==> src/hw/rtl/escp_pkg.sv <==
`default_nettype none
package escp_pkg;

   localparam int CsrIdxW  = 3;
   localparam int CsrDataW = 64;

   localparam logic [CsrIdxW-1:0] CSR_TEMP_CALIB    = 3'd0;
   localparam logic [CsrIdxW-1:0] CSR_PRESS_CALIB_A = 3'd1;
   localparam logic [CsrIdxW-1:0] CSR_PRESS_CALIB_B = 3'd2;
   localparam logic [CsrIdxW-1:0] CSR_PRESS_CALIB_C = 3'd3;
   localparam logic [CsrIdxW-1:0] CSR_HUM_CALIB_A   = 3'd4;
   localparam logic [CsrIdxW-1:0] CSR_HUM_CALIB_B   = 3'd5;

   localparam logic [31:0] TEMP_PRESS_OFS = 32'd64000;
   localparam logic [31:0] TEMP_HUM_OFS   = 32'd76800;
   localparam logic [31:0] PRESS_BASE     = 32'd1048576;
   localparam logic [31:0] PRESS_SCALE    = 32'd3125;
   localparam logic [31:0] HUM_LIMIT      = 32'd419430400;
   localparam logic [31:0] HUM_OFS        = 32'd2097152;
   localparam logic [31:0] RND_16384      = 32'd16384;
   localparam logic [31:0] RND_32768      = 32'd32768;
   localparam logic [31:0] RND_8192       = 32'd8192;
   localparam logic [16:0] HUM_Q10_MAX    = 17'd102400;

   // calibration words, already widened to 32 bits
   typedef struct packed {
      logic [31:0] t1;
      logic [31:0] t2;
      logic [31:0] t3;
      logic [31:0] p1;
      logic [31:0] p2;
      logic [31:0] p3;
      logic [31:0] p4;
      logic [31:0] p5;
      logic [31:0] p6;
      logic [31:0] p7;
      logic [31:0] p8;
      logic [31:0] p9;
      logic [31:0] h1;
      logic [31:0] h2;
      logic [31:0] h3;
      logic [31:0] h4;
      logic [31:0] h5;
      logic [31:0] h6;
   } calib_type;

   // fields that ride alongside the pressure division
   typedef struct packed {
      logic [31:0] tc;
      logic [31:0] tf;
      logic [16:0] hum;
      logic        invalid;
      logic        dbl;
   } side_type;

   function automatic logic [31:0] asr(input logic [31:0] x, input int unsigned n);
      logic signed [31:0] s;
      s = $signed(x) >>> n;
      return $unsigned(s);
   endfunction

endpackage
`default_nettype wire

==> src/hw/rtl/escp_back.sv <==
`default_nettype none
module escp_back (
   input  wire logic                clock,
   input  wire logic                reset,
   input  wire logic                en,
   input  wire logic                in_valid,
   input  wire logic [31:0]         quotient,
   input  wire escp_pkg::side_type  side_in,
   input  wire escp_pkg::calib_type cal,
   output logic                     out_valid,
   output logic [31:0]              out_tc,
   output logic [31:0]              out_tf,
   output logic [31:0]              out_p,
   output logic                     out_invalid,
   output logic [16:0]              out_hum
);
   localparam int Stages = 4;

   logic [Stages-1:0]  vld_ff;
   escp_pkg::side_type b1_side_ff, b2_side_ff, b3_side_ff;
   logic [31:0]        b1_p_ff, b2_p_ff, b3_p_ff;
   logic [31:0]        b2_sq_ff, b2_m8_ff, b3_m9_ff, b3_b_ff;
   logic [31:0]        p3, corr;
   logic [31:0]        out_tc_ff, out_tf_ff, out_p_ff;
   logic               out_inv_ff;
   logic [16:0]        out_hum_ff;

   assign p3   = b1_p_ff >> 3;
   assign corr = escp_pkg::asr(escp_pkg::asr(b3_m9_ff, 12) + b3_b_ff + cal.p7, 4);

   always_ff @(posedge clock) begin
      if (reset) begin
         vld_ff <= '0;
      end else if (en) begin
         vld_ff <= {vld_ff[Stages-2:0], in_valid};
      end
   end

   always_ff @(posedge clock) begin
      if (en) begin
         b1_side_ff <= side_in;
         b1_p_ff    <= side_in.dbl ? (quotient << 1) : quotient;

         b2_side_ff <= b1_side_ff;
         b2_p_ff    <= b1_p_ff;
         b2_sq_ff   <= p3 * p3;
         b2_m8_ff   <= (b1_p_ff >> 2) * cal.p8;

         b3_side_ff <= b2_side_ff;
         b3_p_ff    <= b2_p_ff;
         b3_m9_ff   <= cal.p9 * (b2_sq_ff >> 13);
         b3_b_ff    <= escp_pkg::asr(b2_m8_ff, 13);

         // force zero pressure when the divisor was zero
         out_tc_ff  <= b3_side_ff.tc;
         out_tf_ff  <= b3_side_ff.tf;
         out_p_ff   <= b3_side_ff.invalid ? '0 : (b3_p_ff + corr);
         out_inv_ff <= b3_side_ff.invalid;
         out_hum_ff <= b3_side_ff.hum;
      end
   end

   assign out_valid   = vld_ff[Stages-1];
   assign out_tc      = out_tc_ff;
   assign out_tf      = out_tf_ff;
   assign out_p       = out_p_ff;
   assign out_invalid = out_inv_ff;
   assign out_hum     = out_hum_ff;

endmodule
`default_nettype wire

==> config.mk <==
export PLATFORM = sky130hd
export DESIGN_NAME = escp_back
export DESIGN_NICKNAME = d
export VERILOG_FILES = /design/src/hw/rtl/escp_pkg.sv /design/src/hw/rtl/escp_back.sv
export SDC_FILE = /design/constraint.sdc
export NUM_CORES = 2
export LEC_CHECK = 0
export BUFFER_PORTS_ARGS = -buffer_cell sky130_fd_sc_hd__buf_4
export CAP_MARGIN = 20
export CORE_MARGIN = 2
export CORE_UTILIZATION = 45
export DETAILED_ROUTE_END_ITERATION = 10
export RECOVER_POWER = 100
export SKIP_CTS_REPAIR_TIMING = 1
export SLEW_MARGIN = 20
export SYNTH_ARGS = -nofsm -noshare
export SYNTH_HDL_FRONTEND = slang
export SYNTH_SLANG_ARGS = --single-unit
==> constraint.sdc <==
create_clock -name clock -period 10.2 [get_ports clock]
set_input_delay 0.51 -clock clock [delete_from_list [all_inputs] [get_ports clock]]
set_output_delay 0.51 -clock clock [all_outputs]
set_load 0.005 [all_outputs]
==> results.yml <==
global_route:
  antenna_found_initial: 29
  gr-total-overflow: 0
  grt_pass1_vias: 42223
  grt_max_degree: 162
  grt_pass1_wl_mm: 248
  grt_usage_pct: 24.1
critical_path:
  cp.arrival_ns: 9.37
  required_ns: 10.64
  crit_path_max_fanout: 15
  crit_family: "adder cells"
  crit_top_cell: "fa_1"
  slowest_stage: "edfxtp_1"
  path_class: "flip-flop to flip-flop"
  end_kind: "flip-flop"
  crit_path_start_kind: "flip-flop"
  max_stage_delay_ns: 0.96
  crit_buf_inv: 6
detailed_routing:
  via_count: 38935
  viasPerCell: 5.03
  drc: 0
  routed_wl_mm: 160
  final_antenna_net_count: 0
  detail_route.iter0.violations: 2346
  drt-pass1-iter-count: 7
  routedWlPerCell_um: 20.6
logic_synthesis:
  yosysWarnings: 0
  syn_area_per_cell_um2: 10.8
  synthesis.area_mm2: 0.0606
  synth-edff-count: 533
  syn-num-nets: 7811
  synthDistinctLibCells: 74
  synth_flop_cell: "edfxtp_1"
  ys_seq_elements: 537
  synth-async-reset-ratio_pct: 0
  synth-seq-area-share_pct: 26.5
  syn_inst: 5608
timing:
  hold_viol_final: 0
  rsz0062_at_grt: "false"
  max_slew_margin_pct: -180
  period_needed_ns: 8.93
  tns_ns: 0
  skew_ns: 0.0308
  worstMarginPinSlew_ns: 4.20
  slew_viol_final: 655
  fin_ws_ns: 1.27
  post-route-period-util_pct: 87.6
  finalSetupViolCount: 0
  max_freq_mhz: 112
place:
  io_buffers: 329
  dp_slack_ns: 1.90
  finalWeightedCongestion: 0.849
  place_inst: 7545
  placed_area_mm2: 0.0650
  hpwl_mm: 125
floorplan:
  chipWidth_um: 371
  die_y_um: 371
  row_count: 134
  dieArea_mm2: 0.138
  coreArea_mm2: 0.134
  start_util_pct: 45.4
  io_pins: 810
clock_network:
  cts_buffers: 60
  cts_max_path_buffers: 3
  cts_sinks: 537
  htree_levels: 2
  clock_latency_ns: 0.67
  path_clk_slew_ns: 0.06
  cts_tree: "built"
  cts.root.buffer_cell: "clkbuf_16"
finish:
  final_cell_mix: "inv_1 (1325), fa_1 (1118), nand2_1 (674)"
  stdcell_area_mm2: 0.0676
  synthToLayoutAreaGrowth_pct: 11.4
  final.fill_count: 12069
  final_common_cell: "inv_1"
  num-nets-final: 8120
  drive_above_1_share_pct: 7.69
  fin_cells: 7742
outcome:
  violations: "capacitance limit, slew limit"
  outcome: "finished with violations"
worst_hold_path:
  hp-class: "input port to flip-flop"
flow_run:
  max_cap_viol_count: 10
-- through the flow --
stage	util (%)	hold slack [ns]
detailed placement	48.6	0.405
global route	50.6	0.0267
floorplan	-	0.400
finish	50.6	0.0626
global placement	48.6	0.400
CTS	50.2	-0.0487
-- sequential cells by signal, indices dropped and copies added (netlist names) --
signal and count:
b1_side_ff 82, b2_side_ff 82, b3_side_ff 82, b1_p_ff 32, b2_p_ff 32, b3_p_ff 32
out_p 32, out_tc 32, out_tf 32, b3_m9_ff 20, b2_m8_ff 19, b2_sq_ff 19
b3_b_ff 19, out_hum 17, vld_ff 4, out_invalid 1
-- area by class of cell --
cell class,instances,area [um2],area share (%)
Sequential cell,537,16100,23.8
Clock inverter,43,551,0.815
Timing Repair Buffer,470,3490,5.17
Tap cell,1768,2210,3.27
Inverter,1325,4970,7.36
Multi-Input combinational cell,3523,38700,57.3
Clock buffer,68,1530,2.27
Antenna cell,8,20.0,0.0296
-- Yosys cell counts (all sizes together), types with 3 or more instances --
| library cell | number | area, um2 |
|---|---|---|
| and3 | 16 | 100 |
| mux2i | 5 | 50.1 |
| a211oi | 9 | 67.6 |
| xnor2 | 168 | 1470 |
| o22ai | 4 | 25.0 |
| a31oi | 4 | 25.0 |
| clkbuf | 215 | 807 |
| o31ai | 7 | 52.6 |
| o21ai | 48 | 244 |
| and2 | 549 | 3440 |
| dfxtp | 4 | 80.1 |
| nand4 | 13 | 81.3 |
| inv | 1325 | 4970 |
| nor2 | 116 | 435 |
| nor4 | 3 | 18.8 |
| or2 | 3 | 18.8 |
| ha | 390 | 4880 |
| mux2 | 32 | 360 |
| nand3 | 18 | 90.1 |
| a21o | 38 | 285 |
| xor2 | 56 | 490 |
| o211ai | 4 | 35.0 |
| buf | 8 | 30.0 |
| a2111oi | 4 | 41.3 |
| o221ai | 5 | 43.8 |
| nor3 | 26 | 130 |
| nand2 | 674 | 2530 |
| nor2b | 22 | 138 |
| or3 | 9 | 56.3 |
| nand2b | 11 | 68.8 |
| a41o | 3 | 30.0 |
| fa | 1118 | 22400 |
| a21oi | 84 | 424 |
| or4 | 4 | 30.0 |
| edfxtp | 533 | 16000 |
| o31a | 3 | 26.3 |
| o21bai | 11 | 86.3 |
| o21a | 29 | 218 |
-- final timing paths --
| path | start | to | slack [ns] | cells past startpoint |
|---|---|---|---|---|
| worst min-delay path | side_in[74] | b1_side_ff[74] | 0.06 | 1 |
| worst max register to register | b1_p_ff[8] | b2_m8_ff[31] | 1.27 | 25 |
| worst min register to register | b2_p_ff[25] | b3_p_ff[25] | 0.39 | 0 |
| worst max-delay path | b1_p_ff[8] | b2_m8_ff[31] | 1.27 | 25 |
-- per-layer routing --
layer  GRT usage, %  vias to the layer above  wire (um)
met2           40.0                     1240      75800
met4           6.03                       14       4510
li1               -                    17500          -
met5              0                        -         92
met1           32.0                    19943      67600
met3           5.39                      238      11800
-- kinds of logic (layout without fill, tap and decap cells) --
kind of cell               count (synthesis)  after routing  share of synthesized area, %
other                                      0              8                             0
DFF                                      537            537                          26.5
buffers and inverters                   1548           1906                          9.58
muxes                                     37             37                         0.677
xor gates and xnor gates                 225            225                          3.27
and+or+nand+nor                         1473           1473                          11.9
AOI/OAI and AO/OA                        280            280                          3.10
adders and majority gates               1508           1508                          45.0
-- worst reg2reg max path, stage by stage (launching register included) --
cell and delay, ns:
edfxtp_1 0.96, clkbuf_1 0.64, nand2_1 0.18, fa_1 0.46
inv_1 0.08, fa_1 0.43, fa_1 0.52, inv_1 0.05
fa_1 0.47, inv_1 0.05, fa_1 0.49, fa_1 0.53
fa_1 0.50, inv_1 0.05, fa_1 0.47, inv_1 0.04
ha_1 0.32, a21o_1 0.19, a221o_1 0.35, a21oi_1 0.20
o211ai_1 0.32, a221oi_1 0.68, o21bai_2 0.13, a21o_1 0.23
a21oi_2 0.15, xnor2_1 0.23
Power is left out: the tool's default activity adds up to more than one toggle a clock period on the data nets, which glitch-free logic cannot reach.
